## src/rtl/tlvrd_pkg.sv

```systemverilog
// Shared types and codes for the TLV response decoder.
package tlvrd_pkg;

   // record type identifiers as they appear on the wire
   localparam logic [7:0] HOST_ID = 8'd1;
   localparam logic [7:0] PORT_ID = 8'd2;
   localparam logic [7:0] PATH_ID = 8'd3;
   localparam logic [7:0] FLAG_ID = 8'd4;

   // record_type holds the identifier minus one
   localparam logic [1:0] RT_HOST      = 2'd0;
   localparam logic [1:0] RT_PORT      = 2'd1;
   localparam logic [1:0] RT_PATH      = 2'd2;
   localparam logic [1:0] RT_AVAILABLE = 2'd3;

   localparam logic [7:0] PORT_LEN      = 8'd4;
   localparam logic [7:0] AVAILABLE_LEN = 8'd1;
   localparam logic [7:0] FLAG_TRUE     = 8'd1;

   // decoder phases
   localparam logic [1:0] PH_TYPE  = 2'd0;
   localparam logic [1:0] PH_LEN   = 2'd1;
   localparam logic [1:0] PH_VALUE = 2'd2;
   localparam logic [1:0] PH_SKIP  = 2'd3;

   // event codes
   localparam logic [1:0] EV_NONE   = 2'd0;
   localparam logic [1:0] EV_STRING = 2'd1;
   localparam logic [1:0] EV_PORT   = 2'd2;
   localparam logic [1:0] EV_FLAG   = 2'd3;

   // status codes
   localparam logic [2:0] ST_BUSY    = 3'd0;
   localparam logic [2:0] ST_OK      = 3'd1;
   localparam logic [2:0] ST_UNKNOWN = 3'd2;
   localparam logic [2:0] ST_BADLEN  = 3'd3;
   localparam logic [2:0] ST_TRUNC   = 3'd4;

   typedef struct packed {
      logic [1:0]  phase;
      logic [1:0]  record_type;
      logic [7:0]  bytes_left;
      logic [31:0] port_accumulator;
   } state_type;

   typedef struct packed {
      logic [1:0]  event_res;
      logic        which_string;
      logic [7:0]  string_byte;
      logic        string_valid;
      logic        string_end;
      logic [31:0] port_value;
      logic        update_available;
      logic [2:0]  status;
   } result_type;

endpackage

```

## src/rtl/tlvrd_if.sv

```systemverilog
// Request and response channel interfaces for the TLV response decoder.
interface tlvrd_req_if;
   logic       valid;
   logic       ready;
   logic [7:0] data_byte;
   logic       final_byte;

   modport source (output valid, data_byte, final_byte, input ready);
   modport sink (input valid, data_byte, final_byte, output ready);
endinterface

interface tlvrd_rsp_if;
   logic        valid;
   logic        ready;
   logic [1:0]  event_res;
   logic        which_string;
   logic [7:0]  string_byte;
   logic        string_valid;
   logic        string_end;
   logic [31:0] port_value;
   logic        update_available;
   logic [2:0]  status;

   modport source (output valid, event_res, which_string, string_byte, string_valid,
                   string_end, port_value, update_available, status, input ready);
   modport sink (input valid, event_res, which_string, string_byte, string_valid,
                 string_end, port_value, update_available, status, output ready);
endinterface

```

## src/rtl/tlvrd_step.sv

```systemverilog
// Per-byte decode: next decoder state and the result for one input byte.
module tlvrd_step (
   input  tlvrd_pkg::state_type  cur,
   input  logic [7:0]            data_byte,
   input  logic                  final_byte,
   output tlvrd_pkg::state_type  nxt,
   output tlvrd_pkg::result_type res
);

   logic        rec_done;
   logic [7:0]  bl_dec;
   logic [31:0] acc_sh;

   assign bl_dec = cur.bytes_left - 8'd1;
   assign acc_sh = {cur.port_accumulator[23:0], data_byte};

   always_comb begin
      nxt      = cur;
      res      = '0;
      rec_done = 1'b0;
      case (cur.phase)
         tlvrd_pkg::PH_LEN: begin
            if ((cur.record_type == tlvrd_pkg::RT_PORT && data_byte != tlvrd_pkg::PORT_LEN) ||
                (cur.record_type == tlvrd_pkg::RT_AVAILABLE &&
                 data_byte != tlvrd_pkg::AVAILABLE_LEN)) begin
               res.status = tlvrd_pkg::ST_BADLEN;
               nxt.phase  = tlvrd_pkg::PH_SKIP;
            end else if (data_byte == 8'd0) begin
               // empty string: end mark only
               res.event_res    = tlvrd_pkg::EV_STRING;
               res.which_string = (cur.record_type == tlvrd_pkg::RT_PATH);
               res.string_end   = 1'b1;
               rec_done         = 1'b1;
            end else begin
               nxt.bytes_left       = data_byte;
               nxt.port_accumulator = '0;
               nxt.phase            = tlvrd_pkg::PH_VALUE;
            end
         end
         tlvrd_pkg::PH_VALUE: begin
            nxt.bytes_left = bl_dec;
            if (cur.record_type == tlvrd_pkg::RT_PORT) begin
               nxt.port_accumulator = acc_sh;
               if (bl_dec == 8'd0) begin
                  res.event_res  = tlvrd_pkg::EV_PORT;
                  res.port_value = acc_sh;
                  rec_done       = 1'b1;
               end
            end else if (cur.record_type == tlvrd_pkg::RT_AVAILABLE) begin
               res.event_res        = tlvrd_pkg::EV_FLAG;
               res.update_available = (data_byte == tlvrd_pkg::FLAG_TRUE);
               nxt.bytes_left       = 8'd0;
               rec_done             = 1'b1;
            end else begin
               res.event_res    = tlvrd_pkg::EV_STRING;
               res.which_string = (cur.record_type == tlvrd_pkg::RT_PATH);
               res.string_byte  = data_byte;
               res.string_valid = 1'b1;
               if (bl_dec == 8'd0) begin
                  res.string_end = 1'b1;
                  rec_done       = 1'b1;
               end
            end
         end
         tlvrd_pkg::PH_SKIP: begin
            nxt.phase = tlvrd_pkg::PH_SKIP;
         end
         default: begin
            if (data_byte inside {[tlvrd_pkg::HOST_ID:tlvrd_pkg::FLAG_ID]}) begin
               nxt.record_type = data_byte[1:0] - 2'd1;
               nxt.phase       = tlvrd_pkg::PH_LEN;
            end else begin
               res.status = tlvrd_pkg::ST_UNKNOWN;
               nxt.phase  = tlvrd_pkg::PH_SKIP;
            end
         end
      endcase

      if (rec_done) begin
         nxt.phase = tlvrd_pkg::PH_TYPE;
      end

      if (final_byte) begin
         if (res.status == tlvrd_pkg::ST_BUSY && nxt.phase != tlvrd_pkg::PH_SKIP) begin
            res.status = (nxt.phase == tlvrd_pkg::PH_TYPE) ? tlvrd_pkg::ST_OK
                                                           : tlvrd_pkg::ST_TRUNC;
         end
         nxt.phase = tlvrd_pkg::PH_TYPE;
      end
   end

endmodule

```

## src/rtl/tlvrd_out_reg.sv

```systemverilog
// Result register driving the response channel.
module tlvrd_out_reg (
   input  logic                  clock,
   input  logic                  reset,
   input  logic                  load,
   input  tlvrd_pkg::result_type res_in,
   output logic                  can_load,
   tlvrd_rsp_if.source           rsp_ch
);

   logic                  valid_ff;
   logic                  valid_in;
   tlvrd_pkg::result_type data_ff;

   assign can_load = !valid_ff || rsp_ch.ready;
   assign valid_in = load || (valid_ff && !rsp_ch.ready);

   always_ff @(posedge clock) begin
      if (reset) begin
         valid_ff <= 1'b0;
      end else begin
         valid_ff <= valid_in;
      end
   end

   always_ff @(posedge clock) begin
      if (load) begin
         data_ff <= res_in;
      end
   end

   assign rsp_ch.valid            = valid_ff;
   assign rsp_ch.event_res        = data_ff.event_res;
   assign rsp_ch.which_string     = data_ff.which_string;
   assign rsp_ch.string_byte      = data_ff.string_byte;
   assign rsp_ch.string_valid     = data_ff.string_valid;
   assign rsp_ch.string_end       = data_ff.string_end;
   assign rsp_ch.port_value       = data_ff.port_value;
   assign rsp_ch.update_available = data_ff.update_available;
   assign rsp_ch.status           = data_ff.status;

endmodule

```

## src/rtl/tlv_response_decoder.sv

```systemverilog
// TLV response decoder top level: decoder state, per-byte decode and result register.
// Response: registered, on rsp_ch in the cycle after its request byte is accepted.
// Throughput: one byte per cycle unless rsp_ch stalls; state advances a single step per byte.
// Backpressure: req_ch.ready drops only while the result register holds an untaken response.
// Reset (synchronous, active high): decoder expects a type byte, counters and
// port accumulator cleared, response channel empty.
module tlv_response_decoder (
   input logic         clock,
   input logic         reset,
   tlvrd_req_if.sink   req_ch,
   tlvrd_rsp_if.source rsp_ch
);

   tlvrd_pkg::state_type  state_ff;
   tlvrd_pkg::state_type  state_in;
   tlvrd_pkg::result_type step_res;
   logic                  can_load;
   logic                  req_take;

   // a transaction is taken whenever the result register is empty or draining
   assign req_ch.ready = can_load;
   assign req_take     = req_ch.valid && can_load;

   tlvrd_step u_step (
      .cur        (state_ff),
      .data_byte  (req_ch.data_byte),
      .final_byte (req_ch.final_byte),
      .nxt        (state_in),
      .res        (step_res)
   );

   // decoder state only moves on an accepted transaction
   always_ff @(posedge clock) begin
      if (reset) begin
         state_ff.phase            <= tlvrd_pkg::PH_TYPE;
         state_ff.record_type      <= 2'd0;
         state_ff.bytes_left       <= 8'd0;
         state_ff.port_accumulator <= 32'd0;
      end else if (req_take) begin
         state_ff <= state_in;
      end
   end

   tlvrd_out_reg u_out_reg (
      .clock    (clock),
      .reset    (reset),
      .load     (req_take),
      .res_in   (step_res),
      .can_load (can_load),
      .rsp_ch   (rsp_ch)
   );

   // final byte always returns the decoder to the type phase
   a_final_idle: assert property (@(posedge clock) disable iff (reset)
      req_take && req_ch.final_byte |=> state_ff.phase == tlvrd_pkg::PH_TYPE)
      else $error("decoder not idle after final byte");

   // value phase always has bytes outstanding
   a_value_count: assert property (@(posedge clock) disable iff (reset)
      state_ff.phase == tlvrd_pkg::PH_VALUE |-> state_ff.bytes_left != 8'd0)
      else $error("value phase with zero bytes left");

   // a string character only comes with a string event
   a_string_event: assert property (@(posedge clock) disable iff (reset)
      rsp_ch.valid && rsp_ch.string_valid |-> rsp_ch.event_res == tlvrd_pkg::EV_STRING)
      else $error("string byte without string event");

   // error responses carry no event
   a_error_quiet: assert property (@(posedge clock) disable iff (reset)
      rsp_ch.valid && (rsp_ch.status == tlvrd_pkg::ST_UNKNOWN ||
                       rsp_ch.status == tlvrd_pkg::ST_BADLEN)
      |-> rsp_ch.event_res == tlvrd_pkg::EV_NONE)
      else $error("event reported with decode error");

   // an error on a non-final byte leaves the decoder skipping
   a_skip_after_error: assert property (@(posedge clock) disable iff (reset)
      req_take && !req_ch.final_byte && (step_res.status == tlvrd_pkg::ST_UNKNOWN ||
                                         step_res.status == tlvrd_pkg::ST_BADLEN)
      |=> state_ff.phase == tlvrd_pkg::PH_SKIP)
      else $error("decoder not skipping after error");

endmodule
```

## src/flat_wrapper.sv

```systemverilog
// flat-port wrapper written by rule: the top's interface ports become plain ports
module tlv_response_decoder_flat 
  (clock, reset, req_ch_valid, req_ch_data_byte, req_ch_final_byte, req_ch_ready, rsp_ch_valid, rsp_ch_event_res, rsp_ch_which_string, rsp_ch_string_byte, rsp_ch_string_valid, rsp_ch_string_end, rsp_ch_port_value, rsp_ch_update_available, rsp_ch_status, rsp_ch_ready);
  tlvrd_req_if req_ch_i ();
  tlvrd_rsp_if rsp_ch_i ();
  input logic clock;
  input logic reset;
  input wire logic [$bits(req_ch_i.valid)-1:0] req_ch_valid;
  input wire logic [$bits(req_ch_i.data_byte)-1:0] req_ch_data_byte;
  input wire logic [$bits(req_ch_i.final_byte)-1:0] req_ch_final_byte;
  output wire logic [$bits(req_ch_i.ready)-1:0] req_ch_ready;
  output wire logic [$bits(rsp_ch_i.valid)-1:0] rsp_ch_valid;
  output wire logic [$bits(rsp_ch_i.event_res)-1:0] rsp_ch_event_res;
  output wire logic [$bits(rsp_ch_i.which_string)-1:0] rsp_ch_which_string;
  output wire logic [$bits(rsp_ch_i.string_byte)-1:0] rsp_ch_string_byte;
  output wire logic [$bits(rsp_ch_i.string_valid)-1:0] rsp_ch_string_valid;
  output wire logic [$bits(rsp_ch_i.string_end)-1:0] rsp_ch_string_end;
  output wire logic [$bits(rsp_ch_i.port_value)-1:0] rsp_ch_port_value;
  output wire logic [$bits(rsp_ch_i.update_available)-1:0] rsp_ch_update_available;
  output wire logic [$bits(rsp_ch_i.status)-1:0] rsp_ch_status;
  input wire logic [$bits(rsp_ch_i.ready)-1:0] rsp_ch_ready;
  assign req_ch_i.valid = req_ch_valid;
  assign req_ch_i.data_byte = req_ch_data_byte;
  assign req_ch_i.final_byte = req_ch_final_byte;
  assign req_ch_ready = req_ch_i.ready;
  assign rsp_ch_valid = rsp_ch_i.valid;
  assign rsp_ch_event_res = rsp_ch_i.event_res;
  assign rsp_ch_which_string = rsp_ch_i.which_string;
  assign rsp_ch_string_byte = rsp_ch_i.string_byte;
  assign rsp_ch_string_valid = rsp_ch_i.string_valid;
  assign rsp_ch_string_end = rsp_ch_i.string_end;
  assign rsp_ch_port_value = rsp_ch_i.port_value;
  assign rsp_ch_update_available = rsp_ch_i.update_available;
  assign rsp_ch_status = rsp_ch_i.status;
  assign rsp_ch_i.ready = rsp_ch_ready;
  tlv_response_decoder u_core (.clock(clock), .reset(reset), .req_ch(req_ch_i), .rsp_ch(rsp_ch_i));
endmodule
```

## config.mk

```make
export PLATFORM = sky130hd
export DESIGN_NAME = tlv_response_decoder_flat
export DESIGN_NICKNAME = d
export VERILOG_FILES = /design/src/rtl/tlvrd_pkg.sv /design/src/rtl/tlvrd_if.sv /design/src/rtl/tlvrd_step.sv /design/src/rtl/tlvrd_out_reg.sv /design/src/rtl/tlv_response_decoder.sv /design/src/flat_wrapper.sv
export SDC_FILE = /design/constraint.sdc
export NUM_CORES = 1
export LEC_CHECK = 0
export CORE_MARGIN = 5
export CORE_UTILIZATION = 35
export DETAILED_ROUTE_END_ITERATION = 7
export DONT_BUFFER_PORTS = 1
export REMOVE_ABC_BUFFERS = 1
export SETUP_SLACK_MARGIN = 0.3
export SLEW_MARGIN = 0
export SYNTH_ARGS = -nofsm -noshare
export SYNTH_HDL_FRONTEND = slang
export SYNTH_SLANG_ARGS = --single-unit
```

## constraint.sdc

```tcl
create_clock -name clock -period 2.3 [get_ports clock]
set_input_delay 0.115 -clock clock [delete_from_list [all_inputs] [get_ports clock]]
set_output_delay 0.115 -clock clock [all_outputs]
set_load 0.02 [all_outputs]
```

==> results of run 1 <==
[cells by family after synthesis]
group | synth area share, %
AOI/OAI and AO/OA | 13.3
xor gates and xnor gates | 1.18
adders and majority gates | 3.03
buffers and inverters | 4.28
DFF | 59.6
muxes | 0.270
and+or+nand+nor | 18.3
[where the power goes]
part	total, uW	switching [uW]	internal (uW)
logic	279	165	114
registers	1770	86.7	1680
clock network	1190	542	652
total	3240	793	2450
[worst max-delay path: stages (launching register included)]
cell and delay [ns]:
dfxtp_2 0.35, inv_1 0.11, ha_1 0.30, and3_2 0.26, a21oi_1 0.08, a211oi_2 0.29
o21ba_2 0.20, o32ai_1 0.14
[worst max path at each step]
stage,slack [ns],startpoint,cells past startpoint,to
after floorplan,-0.08,u_core.u_out_reg.rsp_ch.valid,6,u_core.state_ff[40]
after global placement,0.08,req_ch_data_byte[1],9,u_core.u_out_reg.rsp_ch.status[0]
after detailed placement,0.08,req_ch_data_byte[1],9,u_core.u_out_reg.rsp_ch.status[2]
after CTS,0.31,u_core.state_ff[43],8,u_core.u_out_reg.rsp_ch.status[2]
after global routing,0.28,u_core.state_ff[43],7,u_core.u_out_reg.rsp_ch.status[0]
final,0.37,u_core.state_ff[43],7,u_core.u_out_reg.rsp_ch.status[0]
[area by class of cell]
cell class	count	area [sq um]
Clock buffer	12	145
Clock inverter	4	80.1
Fill cell	940	5920
Inverter	17	63.8
Multi-Input combinational cell	212	1450
Sequential cell	86	2220
Tap cell	136	170
Timing Repair Buffer	27	282
[through the flow]
stage                     setup WS, ns  setup TNS (ns)  cells
after floorplan                -0.0773          -0.151    315
after global placement          0.0778               0    462
after detailed placement        0.0752               0    462
after CTS                        0.305               0    490
after global routing             0.279               0    494
final                            0.373               0    494
[timing repair]
item	in CTS	in global routing
cloned	0	2
hold endpoints to repair	46	0
pin swaps	1	2
endpoints found under the setup margin	26	56
setup buffers	1	2
hold buffers	11	0
resized for setup	4	28
[registers in the layout (all words and copies together) (netlist names)]
signal,cells
u_core.state_ff,36
u_core.u_out_reg.rsp_ch.event_res,2
u_core.u_out_reg.rsp_ch.port_value,32
u_core.u_out_reg.rsp_ch.status,3
u_core.u_out_reg.rsp_ch.string_byte,8
u_core.u_out_reg.rsp_ch.string_end,1
u_core.u_out_reg.rsp_ch.string_valid,1
u_core.u_out_reg.rsp_ch.update_available,1
u_core.u_out_reg.rsp_ch.valid,1
u_core.u_out_reg.rsp_ch.which_string,1
[cell usage after synthesis (2+ instances only)]
cell type,instances
clkbuf_1,12
inv_1,17
edfxtp_1,49
o21ai_0,8
or3_1,2
nand3_1,6
ha_1,9
nor2b_1,2
or2_2,2
nand3b_1,2
nand2b_1,3
a22oi_2,2
o32ai_1,3
nand2_1,8
a22oi_1,24
o22ai_1,7
a211oi_1,6
and2_2,2
a21oi_1,11
nor4_1,3
dfxtp_1,37
and2_1,33
xnor2_1,5
nor3b_1,2
buf_6,4
nor2_1,45
and3_1,4
nor3_1,11
[per-layer routing]
| metal | vias up | GRT usage, % |
|---|---|---|
| met5 | - | 0 |
| met4 | 0 | 7.45 |
| met3 | 23 | 3.21 |
| met2 | 59 | 20.9 |
| met1 | 1255 | 15.7 |
| li1 | 1235 | - |
==> run metrics, run 1 <==
metal1 wirelength=between 3 and 4 mm; endpoints failing hold=0; Setup Viol. Count Final=0; r2r setup slk=0.37 ns; grt total ovfl=0; Hold Slack=0.0138 ns; YS warnings=0; Worst Tran Pin Value=between 0.6 and 0.7 ns; crit start category=register; worst clock skew=between 0.01 and 0.015 ns; Hold Path Origin=req_ch_data_byte[5]; met2 routed WL=4.15 mm; Critical R2R Launch=u_core.state_ff[43]; Final Core Density=42.7%; share of flip-flops with an asynchronous set or reset=0%; EDFF count, synth=slightly below 50; Pre-Repair DR Iteration Count=4; CTS max path bufs=2; Std-Cell Rows=37; post-DP HPWL=around 5.4 mm; CP arrival=about 2.1 ns; Rel. slew slack=roughly 57%; via count=roughly 2600; initial antenna violation count=0; Max VDD drop=approximately 290 uV; Routed Wire Length=between 8 and 9 mm; remaining antenna violation count=0; top layer in use=met4; max_cap viols=0; wire length on met3=between 300 and 400 um; first-pass GRT wire length=approximately 13 mm; n_diodes=0; number of global-route vias before repair=around 2500; Slew Viols, Final=0; commonest non-fill, non-tap cell in the layout=edfxtp_1; Gate Count Post-Synth=~330; IO Pins=64; layout cells sized above 1=18.7%; ranking of synthesized cells by area=edfxtp_1 40%, dfxtp_1 20%, and2_1 5.6%, a22oi_1 4.9%, nor2_1 4.5%; Pleak=about 0.0015 uW; 1st-iter DRT viols=about 160; # H-tree levels=3; NumNets Final=between 300 and 400; worst min path class=in2reg; RR Endpoint=u_core.u_out_reg.rsp_ch.status[0]; clock sink count=86; chip width=approximately 110 um; Worst Hold End=u_core.u_out_reg.rsp_ch.port_value[5]; RePlAce Congestion=about 0.80; Worst R2R Path Depth=7; Yosys reg bits=86; most frequent cells in the layout=49 x edfxtp_1, 44 x nor2_1, 33 x and2_1, 33 x dfxtp_1; fin crit share=about 84%; Initial Util=between 30% and 40%; Mapped Area=about 3700 sq um; RSZ-0062 raised after global routing=yes; P per Cell Area=roughly 740 nW/um^2; WHS Path Cells=2; core box area=10300 sq um; outcome=completed; minimum clock period=slightly below 2 ns; area delta synth->final=18.6%; total power=3240 uW; DRC=0; largest net degree at the start of global routing=40; Worst-Skew Late Latency=roughly 0.36 ns; die area=roughly 13000 sq um; CTS Buf Count=9; CTS tree=yes; Main synth FF type=edfxtp_1; GRT Util Overall=~13%; clk root buf=clkbuf_8; Crit. End Element=register; Clock transition at path regs=roughly 0.09 ns; drt wl/cell=around 17 um; placed cell area=3880 sq um; vias per cell=between 5 and 6; Seq/Total Area, Yosys=about three fifths; Max Clk Rate=between 500 and 600 MHz; Yosys cell types=just over 40; Crit path required time=between 2 and 2.5 ns; share of the synthesized area in the top cell type=39.6%; post-route cell area=approximately 4400 sq um; die height=113 um; crit path kind=reg2reg; Avg Inst Size Synth=about 11 sq um; PortBufs=0; area leader, netlist=edfxtp_1; critical path peak fanout=5
No activity file was read; power rests on OpenSTA's default activity.
==> run 2, diff against run 1 <==
==> constraint.sdc (replaced) <==
create_clock -name clock -period 1.8 [get_ports clock]
set_input_delay 0.09 -clock clock [delete_from_list [all_inputs] [get_ports clock]]
set_output_delay 0.09 -clock clock [all_outputs]
set_load 0.02 [all_outputs]
==> run metrics, run 2 (synthesis results as in run 1) <==
Std-Cell Rows=37 (unchanged); area delta synth->final=43.7% (was 18.6%); vias per cell=5.21 (about the same); PortBufs=0 (unchanged); Worst Hold End=u_core.u_out_reg.rsp_ch.status[0] (was u_core.u_out_reg.rsp_ch.port_value[5]); drt wl/cell=18.5 um (was 16.9 um); Filler cells=843 (was 940); clk root buf=clkbuf_8 (unchanged); Layout Cells excl Fill=551 (was 494); Worst-Skew Late Latency=0.36 ns (about the same); IO Pins=64 (unchanged); Setup Viol. Count Final=44 (was 0); RSZ-0062 raised after global routing=yes (unchanged); area of the multi-input gates=1810 sq um (was 1450 sq um); 1st-iter DRT viols=268 (was 161); crit path kind=reg2reg (unchanged); RR Endpoint=u_core.state_ff[10] (was u_core.u_out_reg.rsp_ch.status[0]); core box area=10300 sq um (unchanged); P per Cell Area=761 nW/um^2 (was 736 nW/um^2); Routed Wire Length=10.2 mm (was 8.37 mm); largest net degree at the start of global routing=40 (unchanged); Max VDD drop=433 uV (was 291 uV); post-route cell area=5340 sq um (was 4400 sq um); Clock transition at path regs=0.09 ns (about the same); r2r setup slk=-0.16 ns (was 0.37 ns); endpoints failing hold=0 (unchanged); GRT Util Overall=15.2% (was 12.9%); WHS Path Cells=2 (unchanged); # H-tree levels=3 (unchanged); Worst Tran Pin Value=0.389 ns (was 0.643 ns); die height=113 um (unchanged); CP arrival=2.26 ns (was 2.09 ns); outcome=complete, but fails checks (was completed); failing checks=setup timing; fin crit share=109% (was 83.8%); NumNets Final=432 (was 375); grt total ovfl=0 (unchanged); Inst Count DP=496 (was 462); post-DP HPWL=5.93 mm (was 5.41 mm); max reg flops=36 (unchanged); Max Clk Rate=509 MHz (was 519 MHz); CTS tree=yes (unchanged); clock sink count=86 (unchanged); die area=12800 sq um (unchanged); Worst R2R Path Depth=9 (was 7); Pre-Repair DR Iteration Count=4 (unchanged); chip width=113 um (unchanged); initial antenna violation count=0 (unchanged); CTS max path bufs=2 (unchanged); max_cap viols=0 (unchanged); Critical R2R Launch=u_core.state_ff[41] (was u_core.state_ff[43]); Slew Viols, Final=0 (unchanged); Initial Util=36.0% (unchanged); DRC=0 (unchanged); crit start category=register (unchanged); layout cells sized above 1=45.8% (was 18.7%); RePlAce Congestion=0.873 (was 0.803); placed cell area=4160 sq um (was 3880 sq um); Rel. slew slack=74.0% (was 56.8%); number of global-route vias before repair=2830 (was 2463); remaining antenna violation count=0 (unchanged); first-pass GRT wire length=15.3 mm (was 13.0 mm); Hold Path Origin=req_ch_final_byte (was req_ch_data_byte[5]); worst clock skew=0.00841 ns (was 0.0102 ns); Crit. End Element=register (unchanged); final worst slack=-0.164 ns (was 0.373 ns); critical path peak fanout=6 (was 5); worst min path class=in2reg (unchanged); most frequent cells in the layout=49 x buf_4, 49 x edfxtp_1, 38 x nor2_1 (was 49 x edfxtp_1, 44 x nor2_1, 33 x and2_1, 33 x dfxtp_1); Pleak=0.00197 uW (was 0.00153 uW); Seq. cell area=2220 sq um (about the same); Largest Register=u_core.state_ff (unchanged); CTS Buf Count=9 (unchanged); Crit path required time=2.09 ns (was 2.46 ns); n_diodes=0 (unchanged); minimum clock period=1.96 ns (was 1.93 ns); via count=2871 (was 2572)
==> run 2: layer usage <==
metal / track usage [%] / routed length [um]
met4: 7.13 / 201
met5: 0 / 0
met3: 2.62 / 481
met2: 26.1 / 5420
met1: 18.5 / 4080
==> run 2: critical path, cell delays in order (launching register included) <==
cell	delay, ns
dfxtp_2	0.35
nand3b_1	0.25
a2111oi_4	0.42
buf_4	0.20
o211ai_4	0.09
nor2_4	0.12
buf_6	0.12
clkbuf_16	0.15
a22oi_2	0.07
nor2_1	0.12
==> run 2: how the worst max path moves through the flow <==
stage	from	cells past startpoint	to
floorplan	u_core.u_out_reg.rsp_ch.valid	6	u_core.state_ff[40]
global placement	req_ch_data_byte[1]	10	u_core.state_ff[43]
detailed placement	u_core.state_ff[43]	8	u_core.u_out_reg.rsp_ch.status[2]
CTS	u_core.state_ff[41]	9	u_core.state_ff[22]
global route	u_core.state_ff[41]	9	u_core.state_ff[1]
finish	u_core.state_ff[41]	9	u_core.state_ff[10]
==> run 2: timing repair <==
action                     CTS  global route
pin swaps                   23            25
hold endpoints to repair    47             0
cloned                       4             2
setup endpoints to repair   82            83
buffers inserted            14             7
hold buffers                12             0
resized for setup          104            41
==> run 2: where the power goes <==
group	total (uW)	switching [uW]	internal, uW
Clock	1270	754	516
Sequential	2260	109	2150
Combinational	531	285	246
==> run 2: final cells by class <==
type | count | share of cell area, %
Sequential cell | 86 | 41.7
Clock inverter | 7 | 1.06
Multi-Input combinational cell | 212 | 33.9
Tap cell | 136 | 3.19
Timing Repair Buffer | 84 | 16.6
Clock buffer | 9 | 2.32
Inverter | 17 | 1.20
==> run 2: metrics by stage <==
| step | util (%) | setup WS, ns | power [uW] | hold WS, ns | TNS (ns) |
|---|---|---|---|---|---|
| 2_1_floorplan | - | -0.577 | 2510 | 0.159 | -29.06 |
| 3_3_place_gp | 40.3 | -0.136 | 2660 | 0.165 | -1.29 |
| 3_5_place_dp | 40.3 | -0.148 | 2670 | 0.166 | -2.28 |
| 4_1_cts | 49.1 | -0.0246 | 4020 | 0.00184 | -0.277 |
| 5_1_grt | 51.7 | -0.196 | 4220 | 0.0277 | -6.81 |
| 6_report | 51.7 | -0.164 | 4060 | 0.0304 | -4.20 |
